File: src/hw/rtl/idea_pkg.sv
// idea_pkg: shared constants and subkey selection for the block cipher pipeline
// no dependencies; used by idea_mulmod, idea_round, idea_out and idea_block_encrypt
package idea_pkg;

    localparam int ROUNDS     = 8;
    localparam int SUBKEYS    = 52;
    localparam int KEY_ROTATE = 25;

    // configuration register indexes
    typedef enum logic [1:0] {
        REG_KEY_UPPER = 2'd0,
        REG_KEY_LOWER = 2'd1
    } reg_index_t;

    typedef logic [15:0]      word_t;
    typedef logic [5:0][15:0] round_keys_t;
    typedef logic [3:0][15:0] out_keys_t;

    // 16-bit subkey at word position pos of the key rotated left by rot bits
    function automatic word_t subkey(input logic [127:0] key, input logic [6:0] rot,
                                     input logic [2:0] pos);
        logic [255:0] dbl;
        logic [127:0] rk;
        dbl = {key, key};
        rk  = 128'(dbl >> (8'd128 - {1'b0, rot}));
        return rk[(127 - 16 * int'(pos)) -: 16];
    endfunction

endpackage

File: src/hw/rtl/idea_mulmod.sv
// idea_mulmod: multiplication modulo 65537 with zero standing for 65536
// uses idea_pkg for the word type
module idea_mulmod (
    input  idea_pkg::word_t x,
    input  idea_pkg::word_t y,
    output idea_pkg::word_t p
);

    logic [31:0] prod;
    logic [15:0] lo;
    logic [15:0] hi;

    assign prod = 32'(x) * 32'(y);
    assign lo   = prod[15:0];
    assign hi   = prod[31:16];

    // zero operand gives 1 - other, otherwise low minus high with wrap fix
    always_comb
    begin
        if (x == 16'd0)
        begin
            p = 16'd1 - y;
        end
        else if (y == 16'd0)
        begin
            p = 16'd1 - x;
        end
        else
        begin
            p = lo - hi + ((lo < hi) ? 16'd1 : 16'd0);
        end
    end

endmodule

File: src/hw/rtl/idea_out.sv
// idea_out: output transform stage, also the result register
// depends on idea_pkg and idea_mulmod
module idea_out (
    input  logic                 clk,
    input  logic                 rst_n,
    input  idea_pkg::out_keys_t  keys,
    input  logic                 in_valid,
    input  logic [63:0]          in_data,
    output logic                 in_ready,
    output logic                 out_valid,
    output logic [63:0]          out_data,
    input  logic                 out_ready
);

    logic v_reg;
    logic [63:0] y_reg;
    idea_pkg::word_t y0, y3;

    assign in_ready = !v_reg || out_ready;

    // outer multiplies and adds
    idea_mulmod u_mul_y0 (.x(in_data[63:48]), .y(keys[0]), .p(y0));
    idea_mulmod u_mul_y3 (.x(in_data[15:0]),  .y(keys[3]), .p(y3));

    always_ff @(posedge clk or negedge rst_n)
    begin
        if (!rst_n)
            v_reg <= 1'b0;
        else if (in_ready)
            v_reg <= in_valid;
    end

    always_ff @(posedge clk)
    begin
        if (in_ready)
            y_reg <= {y0, in_data[47:32] + keys[1], in_data[31:16] + keys[2], y3};
    end

    assign out_valid = v_reg;
    assign out_data  = y_reg;

endmodule

File: config.mk
export PLATFORM = sky130hd
export DESIGN_NAME = idea_out
export DESIGN_NICKNAME = d
export VERILOG_FILES = /design/src/hw/rtl/idea_pkg.sv /design/src/hw/rtl/idea_mulmod.sv /design/src/hw/rtl/idea_out.sv
export SDC_FILE = /design/constraint.sdc
export NUM_CORES = 2
export LEC_CHECK = 0
export BUFFER_PORTS_ARGS = -buffer_cell sky130_fd_sc_hd__buf_4
export CAP_MARGIN = 30
export CORE_ASPECT_RATIO = 1.75
export CORE_MARGIN = 8
export CORE_UTILIZATION = 60
export CTS_CLUSTER_DIAMETER = 40
export DETAILED_ROUTE_END_ITERATION = 8
export PLACE_DENSITY = 0.84
export SLEW_MARGIN = 20
export SYNTH_ARGS = -nofsm -noshare
export SYNTH_HDL_FRONTEND = slang
export SYNTH_SLANG_ARGS = --single-unit
File: constraint.sdc
create_clock -name clk -period 5.05 [get_ports clk]
set_input_delay 0.2525 -clock clk [delete_from_list [all_inputs] [get_ports clk]]
set_output_delay 0.2525 -clock clk [all_outputs]
set_load 0.1 [all_outputs]
==> results.md <==
* CTS tree: yes
* Total of max-cap violations at 0
* Status: finished, violations left
* Post-route DRC at 0
* Reg2reg start: out_valid
* Via Count at 23,200
* Fraction of synthesized area in multiplexers at 0.210%
* Final HPWL DP at 65.9 mm
* Clk_skew at 0.00754 ns
* CTS Buf Count at 9
* Clk slew on worst S/H paths at 0.07 ns
* Final period util at 174%
* WP data arrival at 8.90 ns
* Synthesis-to-finish area growth at 31.5%
* Hold_sp: in_valid
* Slew Limit Fails at 0
* Seq/Total Area, Yosys at 7.96%
* Syn Inst Count at 2,812
* Initial core utilization at 60.2%
* Area leader, netlist: fa_1
* Commonest non-fill, non-tap cell in the layout: buf_4
* Grt ovf at 0
* DR vias/cell at 5.91
* Number of I/O pins at 198
* Antenna diodes at 0
* Die W at 169 um
* Crit. End Element: flop
* Gp weighted congestion at 1.01
* Total number of yosys warnings at 0
* Core area at 40,600 um^2
* Final Routed Wirelength at 85.5 mm
* Worst path slowest cell: fa_1
* Global-route wire length before repair at 129 mm
* Required @ worst endpoint at 5.15 ns
* Crit path largest cell delay at 0.55 ns
* Standard-cell rows at 98
* EDFF count, synth at 64
* Avg WL per Cell at 21.8 um
* Fmax at 114 MHz
* Yosys cell types at 73
* Synth Area in Compound Gates at 9.06%
* Layout cells sized above 1 at 30.3%
* Final hold vios at 0
* CTS H-tree depth at 3
* RSZ-0062 raised after global routing: true
* Synthesized Nets at 3,656
* Netlist Area Pre-Place at 24,500 um^2
* Total GRT Usage at 34.3%
* Skew-Pair Late Insertion Delay at 0.35 ns
* WHS at 0.0928 ns
* Relative slew slack at 46.4%
* Router iterations before antenna repair at 5
* Post-synthesis async set-or-reset flop share at 1.54%
* CTS Sinks at 65
* Min-Delay Path Class: primary input to flop
* Port Buffer Count at 197
* Die ar. at 47,700 um^2
* Most frequent cells in the layout: buf_4 (613), inv_1 (505), fa_1 (370), nand2_1 (329), ha_1 (262)
* Clock tree buffer depth at 2
* Synth Area in Adders at 49.0%
* Reg area at 1950 um^2
* Final ANT Viol Nets at 0
* Main combinational cell family by area after synthesis: adder cells
* Ys flop type: edfxtp_1
* Filler cell count at 2,359
* Final setup fails at 32
* 1st-iter DRT viols at 1,724
* Critical Path Fanout Max at 4
* Minimum period implied by the final worst setup slack at 8.80 ns
* Largest net degree at the start of global routing at 67
* Critical path type: primary input to flop
* Post-synthesis simple-gate area fraction at 17.2%
* Setup WS post-layout at -3.75 ns
* Die Y at 283 um
* Nets at 4,215
* CP startpoint kind: primary input
* Largest cells by area after synthesis: fa_1 (33%), ha_1 (16%), inv_1 (8.4%)
* Area of the multi-input gates at 21,400 um^2
* Syn avg cell area at 8.70 um^2
* Post-synth top area share at 33.4%
* Clock Root Buffer: clkbuf_16
* Post-synthesis xor/xnor area fraction at 5.77%
* Initial antenna violation count at 0
* Vias in the first global route at 25,500
* Slew @ Worst Pin at 0.801 ns
* Post-layout util at 79.2%
* Failing checks: setup timing
* #FFs+latches synth at 65
* Crit. Startpoint: keys[4]
metal layers:
metal	wire (um)	track usage, %	vias to the layer above	part of all wire [%]
li1	-	-	9911	-
met1	25400	31.7	11200	30
met2	45500	64.4	1420	53
met3	5570	5.03	635	6.5
met4	8930	29.1	0	10
met5	0	0	-	0
layout make-up:
type	count	area share [%]
inverter	544	6.35
multi-input combinational	2057	66.6
sequential	65	6.05
timing repair buffer	694	17.9
tap	550	2.14
clock buffer	9	0.700
clock inverter	7	0.237
flip-flops by register name, summed over array words and instances (netlist names):
register and count:
out_valid 1, out_data 64
cell usage after synthesis, drive strengths merged (4+ instances only):
master,n
inv,544
fa,408
nand2,342
ha,304
and2,233
clkbuf,117
xnor2,101
a21oi,99
nor2,85
edfxtp,64
o21ai,63
xor2,60
a21o,43
nor3,34
a211oi,33
buf,29
nand2b,26
nand3,23
a31oi,16
or3,15
and3,13
o21bai,13
nor2b,12
nor4,12
o211ai,9
o21a,9
o31ai,9
or4,9
a2111oi,7
nand4,7
or2,7
nand3b,6
a22oi,5
or3b,5
a21boi,4
a31o,4
mux2i,4
o22ai,4
o31a,4
o41ai,4
what timing repair did:
| item | in CTS | in global routing |
|---|---|---|
| hold buffers | 1 | 0 |
| gates cloned | 2 | 1 |
| endpoints found under the setup margin | 32 | 32 |
| setup buffers | 34 | 29 |
| pin swaps | 143 | 141 |
| resized for setup | 237 | 152 |
| hold endpoints to repair | 1 | 0 |
path summary, 6_finish.rpt:
check	endpoint	slack, ns	depth (start not counted)
max	out_data[58]	-3.75	38
min	out_valid	0.09	2
max reg2reg	out_data[59]	3.63	2
min reg2reg	out_valid	0.83	2
max in group asynchronous	out_valid	4.75	2
min in group asynchronous	out_valid	0.22	2
critical path: cells and delay by family:
kind                     cells  cell delay (ns)
AND/OR/NAND/NOR              3             0.58
buffers and inverters        8             0.80
adder cells (fa/ha/maj)     11             4.30
AO/OA/AOI/OAI               14             2.58
XOR/XNOR                     2             0.38
per-stage QoR:
step | std cells | TNS (ns) | cell area, um^2 | setup WS, ns
global placement | 3854 | -114.05 | 29700 | -4.15
floorplan | 2812 | -87.92 | 25300 | -3.52
global route | 3926 | -112.98 | 32200 | -4.13
detailed placement | 3854 | -117.90 | 29700 | -4.37
finish | 3926 | -102.45 | 32200 | -3.75
CTS | 3899 | -95.42 | 31300 | -3.49
logic make-up (layout without fill, tap and decap cells):
kind of cell	Yosys count	in the layout
muxes	5	5
and+or+nand+nor	836	836
adders and majority gates	712	712
buffers and inverters	690	1254
xor gates and xnor gates	161	161
DFF	65	65
AOI/OAI and AO/OA	343	343
Power is not shown: default switching activity piles up to over one toggle a cycle in this logic, so the estimate is an artifact.
