`config.mk`:
```
export PLATFORM = sky130hd
export DESIGN_NAME = idea_round
export DESIGN_NICKNAME = d
export VERILOG_FILES = /design/src/hw/rtl/idea_pkg.sv /design/src/hw/rtl/idea_mulmod.sv /design/src/hw/rtl/idea_round.sv
export SDC_FILE = /design/constraint.sdc
export NUM_CORES = 2
export LEC_CHECK = 0
export ABC_CLOCK_PERIOD_IN_PS = 40700
export BUFFER_PORTS_ARGS = -buffer_cell sky130_fd_sc_hd__buf_2
export CAP_MARGIN = 10
export CORE_MARGIN = 4
export CORE_UTILIZATION = 60
export DETAILED_ROUTE_END_ITERATION = 6
export GPL_TIMING_DRIVEN = 0
export MAX_ROUTING_LAYER = met4
export PLACE_DENSITY = 0.83
export SETUP_SLACK_MARGIN = 0.3
export SYNTH_ARGS = -nofsm -noshare
export SYNTH_HDL_FRONTEND = slang
export SYNTH_HIERARCHICAL = 1
export SYNTH_SLANG_ARGS = --single-unit
```
`constraint.sdc`:
```
create_clock -name clk -period 40.7 [get_ports clk]
set_input_delay 6.105 -clock clk [delete_from_list [all_inputs] [get_ports clk]]
set_output_delay 6.105 -clock clk [all_outputs]
set_load 0.005 [all_outputs]
```
`src/hw/rtl/idea_pkg.sv`:
```
// idea_pkg: shared constants and subkey selection for the block cipher pipeline
// no dependencies; used by idea_mulmod, idea_round, idea_out and idea_block_encrypt
package idea_pkg;

    localparam int ROUNDS     = 8;
    localparam int SUBKEYS    = 52;
    localparam int KEY_ROTATE = 25;

    // configuration register indexes
    typedef enum logic [1:0] {
        REG_KEY_UPPER = 2'd0,
        REG_KEY_LOWER = 2'd1
    } reg_index_t;

    typedef logic [15:0]      word_t;
    typedef logic [5:0][15:0] round_keys_t;
    typedef logic [3:0][15:0] out_keys_t;

    // 16-bit subkey at word position pos of the key rotated left by rot bits
    function automatic word_t subkey(input logic [127:0] key, input logic [6:0] rot,
                                     input logic [2:0] pos);
        logic [255:0] dbl;
        logic [127:0] rk;
        dbl = {key, key};
        rk  = 128'(dbl >> (8'd128 - {1'b0, rot}));
        return rk[(127 - 16 * int'(pos)) -: 16];
    endfunction

endpackage

```
`src/hw/rtl/idea_mulmod.sv`:
```
// idea_mulmod: multiplication modulo 65537 with zero standing for 65536
// uses idea_pkg for the word type
module idea_mulmod (
    input  idea_pkg::word_t x,
    input  idea_pkg::word_t y,
    output idea_pkg::word_t p
);

    logic [31:0] prod;
    logic [15:0] lo;
    logic [15:0] hi;

    assign prod = 32'(x) * 32'(y);
    assign lo   = prod[15:0];
    assign hi   = prod[31:16];

    // zero operand gives 1 - other, otherwise low minus high with wrap fix
    always_comb
    begin
        if (x == 16'd0)
        begin
            p = 16'd1 - y;
        end
        else if (y == 16'd0)
        begin
            p = 16'd1 - x;
        end
        else
        begin
            p = lo - hi + ((lo < hi) ? 16'd1 : 16'd0);
        end
    end

endmodule

```
`src/hw/rtl/idea_round.sv`:
```
// idea_round: one cipher round as three register stages with valid and ready
// depends on idea_pkg and idea_mulmod
module idea_round (
    input  logic                     clk,
    input  logic                     rst_n,
    input  idea_pkg::round_keys_t    keys,
    input  logic                     last,
    input  logic                     in_valid,
    input  logic [63:0]              in_data,
    output logic                     in_ready,
    output logic                     out_valid,
    output logic [63:0]              out_data,
    input  logic                     out_ready
);

    logic v1_reg, v2_reg, v3_reg;
    logic rdy1, rdy2, rdy3;
    idea_pkg::word_t a1_reg, b1_reg, c1_reg, d1_reg;
    idea_pkg::word_t a2_reg, b2_reg, c2_reg, d2_reg, t0_reg;
    logic [63:0] w_reg;
    idea_pkg::word_t a_mul, d_mul, t0_mul, t1_mul, t2;
    idea_pkg::word_t b_add, c_add, bd_sum;

    // stage ready chain: a stage moves when empty or the next one moves
    assign rdy3     = !v3_reg || out_ready;
    assign rdy2     = !v2_reg || rdy3;
    assign rdy1     = !v1_reg || rdy2;
    assign in_ready = rdy1;

    // stage one: input multiplies and adds
    idea_mulmod u_mul_a (.x(in_data[63:48]), .y(keys[0]), .p(a_mul));
    idea_mulmod u_mul_d (.x(in_data[15:0]),  .y(keys[3]), .p(d_mul));
    assign b_add = in_data[47:32] + keys[1];
    assign c_add = in_data[31:16] + keys[2];

    // stage two: first mixing multiply
    idea_mulmod u_mul_t0 (.x(a1_reg ^ c1_reg), .y(keys[4]), .p(t0_mul));

    // stage three: second mixing multiply and output xor
    assign bd_sum = (b2_reg ^ d2_reg) + t0_reg;
    idea_mulmod u_mul_t1 (.x(bd_sum), .y(keys[5]), .p(t1_mul));
    assign t2 = t0_reg + t1_mul;

    // valid bits
    always_ff @(posedge clk or negedge rst_n)
    begin
        if (!rst_n)
        begin
            v1_reg <= 1'b0;
            v2_reg <= 1'b0;
            v3_reg <= 1'b0;
        end
        else
        begin
            if (rdy1) v1_reg <= in_valid;
            if (rdy2) v2_reg <= v1_reg;
            if (rdy3) v3_reg <= v2_reg;
        end
    end

    // payload registers
    always_ff @(posedge clk)
    begin
        if (rdy1)
        begin
            a1_reg <= a_mul;
            b1_reg <= b_add;
            c1_reg <= c_add;
            d1_reg <= d_mul;
        end
        if (rdy2)
        begin
            a2_reg <= a1_reg;
            b2_reg <= b1_reg;
            c2_reg <= c1_reg;
            d2_reg <= d1_reg;
            t0_reg <= t0_mul;
        end
        if (rdy3)
        begin
            if (last)
                w_reg <= {a2_reg ^ t1_mul, b2_reg ^ t2, c2_reg ^ t1_mul, d2_reg ^ t2};
            else
                w_reg <= {a2_reg ^ t1_mul, c2_reg ^ t1_mul, b2_reg ^ t2, d2_reg ^ t2};
        end
    end

    assign out_valid = v3_reg;
    assign out_data  = w_reg;

endmodule

```
==> impl_metrics.tcl <==
set metrics [dict create \
    die_w_um 305.2 \
    worstSetupStartpoint "keys[87]" \
    finalSetupViolCount 0 \
    area_delta_synth_final_pct 6.052 \
    numCtsBuffers 24 \
    grt_usage_pct 34.41 \
    clk_pin_slew_ns 0.06 \
    n_fill_cell 7225 \
    clkLatencyLatePin_ns 0.56 \
    worstMarginPinSlew_ns 1.365 \
    postCtsSetupBuffers 0 \
    synth_fp_nets 7572 \
    cts_buffer_depth 3 \
    rsz0062_at_grt "false" \
    hold_violations 0 \
    worstPathMaxFanout 10 \
    synth_top_area_share_pct 30.83 \
    synth_area_leaders "fa_1, ha_1, edfxtp_1, inv_1, and2_1" \
    cts_resized 0 \
    max_cap_viol_count 0 \
    postSynthCellCount 5983 \
    max_stage_delay_ns 0.74 \
    seq_area_sq_um 6321 \
    io_pins 231 \
    overflow 0 \
    timing.rr.start "b2_reg[0]" \
    crit_arrival_ns 19.74 \
    path_class "primary input to flip-flop" \
    synth-edff-count 208 \
    synth_cell_types 102 \
    yosysSeqAreaShare_pct 11.93 \
    crit_path_top_delay_cell "clkbuf_1" \
    antenna_found_initial 7 \
    mostFrequentLayoutCell "inv_1" \
    maxSlewHeadroom_pct 7.819 \
    synth_area_sq_um 52990 \
    grt_pass1_wl_um 244700 \
    slew_violations 0 \
    hpwl_um 130300 \
    firstDrtPassIters 6 \
    worstHoldPathType "flip-flop to flip-flop" \
    cts.sinks 211 \
    rows 108 \
    num-nets-final 7784 \
    ant_nets 0 \
    tns_ns 0 \
    cts_hold_buf 0 \
    drive_gt1_share_pct 4.717 \
    num_vias 43806 \
    yosys_warnings 6 \
    post-route-min-period_ns 19.42 \
    min_from "b1_reg[12]" \
    max_freq_mhz 51.48 \
    cts_tree "yes" \
    crit_top_cell "fa_1" \
    ys_seq_elements 211 \
    post_drt_wl_per_cell_um 21.22 \
    drc 0 \
    crit_required_ns 41.02 \
    cp-start-kind "primary input" \
    initial_core_util_pct 60.79 \
    largest_reg_flops 64 \
    final_cell_mix "inv_1, fa_1, nand2_1" \
    cp-end-kind "flip-flop" \
    post-route-period-util_pct 47.72 \
    htreeDepth 1 \
    synthArstFlopShare_pct 1.422 \
    yosys.area.top_type "fa_1" \
    vias_per_cell 5.940 \
    multi_input_area_sq_um 41470 \
    grt_pass1_vias 44949 \
    synth.avg_cell_area_sq_um 8.856 \
    core-area_sq_um 87160 \
    routed_wl_um 156500 \
    grt_max_degree 66 \
    port_buffers 178 \
    fin_skew_ns 0.04988 \
    fp.dieH_um 305.2 \
    status "finished clean" \
    die_area_sq_um 93130 \
    cts_root_buf "clkbuf_16" \
    drt_iter0_drc 4165 \
    ys.flop_type "edfxtp_1" \
    gp_congestion 1.029 \
]
-- cells by family after synthesis --
family,share of synthesized area [%]
AOI/OAI and AO/OA,9.384
xor gates and xnor gates,6.760
adders and majority gates,45.19
buffers and inverters,9.828
DFF,11.93
muxes,0.3046
and+or+nand+nor,16.61
-- cell type report --
| type | count | share of cell area, % |
|---|---|---|
| Multi-Input combinational cell | 4401 | 73.79 |
| Sequential cell | 211 | 11.25 |
| Inverter | 1070 | 7.147 |
| Tap cell | 1155 | 2.572 |
| Buffer | 301 | 2.120 |
| Timing Repair Buffer | 186 | 1.799 |
| Clock buffer | 31 | 1.116 |
| Clock inverter | 12 | 0.1714 |
| Antenna cell | 8 | 0.03563 |
-- cells in the mapped netlist (all sizes together), types with 27 or more instances --
| library cell | number |
|---|---|
| and2 | 458 |
| o21ai | 160 |
| inv | 1070 |
| fa | 816 |
| ha | 608 |
| a21o | 75 |
| xor2 | 209 |
| nand2 | 749 |
| buf | 45 |
| clkbuf | 256 |
| nor3 | 61 |
| nor2 | 218 |
| nand3 | 55 |
| a21oi | 250 |
| edfxtp | 208 |
| a31oi | 49 |
| a211oi | 27 |
| xnor2 | 187 |
| o21bai | 30 |
| nand2b | 52 |
-- critical path, delay by kind of cell --
| family | cells | cell delay, ns |
|---|---|---|
| compound gates | 16 | 4.46 |
| xor+xnor | 3 | 0.87 |
| fa+ha+maj | 11 | 4.77 |
| buf+inv | 8 | 2.06 |
| simple gates | 6 | 1.45 |
-- final timing paths --
| check | endpoint | slack [ns] | cells after the start |
|---|---|---|---|
| worst max-delay path | out_data[43] | 21.28 | 44 |
| worst min-delay path | b2_reg[12] | 0.42 | 0 |
| worst max register to register | out_data[43] | 24.22 | 53 |
| worst min register to register | b2_reg[12] | 0.42 | 0 |
| max in group asynchronous | out_valid | 35.27 | 1 |
| min in group asynchronous | v2_reg | 5.33 | 1 |
-- metal layers --
layer,share of wire [%],track usage [%]
met5,0,-
met4,5.7,15.73
met3,10,6.813
met2,45,52.50
met1,39,44.75
-- metrics by stage --
step           hold slack (ns)  worst slack [ns]  std cells  area [sq um]  util, %
6_report                0.4157             21.28       7375         56190    64.47
5_1_grt                 0.4239             20.98       7372         56190    64.46
4_1_cts                 0.4178             21.74       7367         56170    64.45
3_5_place_dp            0.4045             21.27       7324         55450    63.62
3_3_place_gp            0.4015             21.31       7316         55320    63.47
2_1_floorplan           0.4003             23.91       5983         52990        -
Power is left out: the tool's default activity adds up to more than one toggle a clock period on the data nets, which glitch-free logic cannot reach.
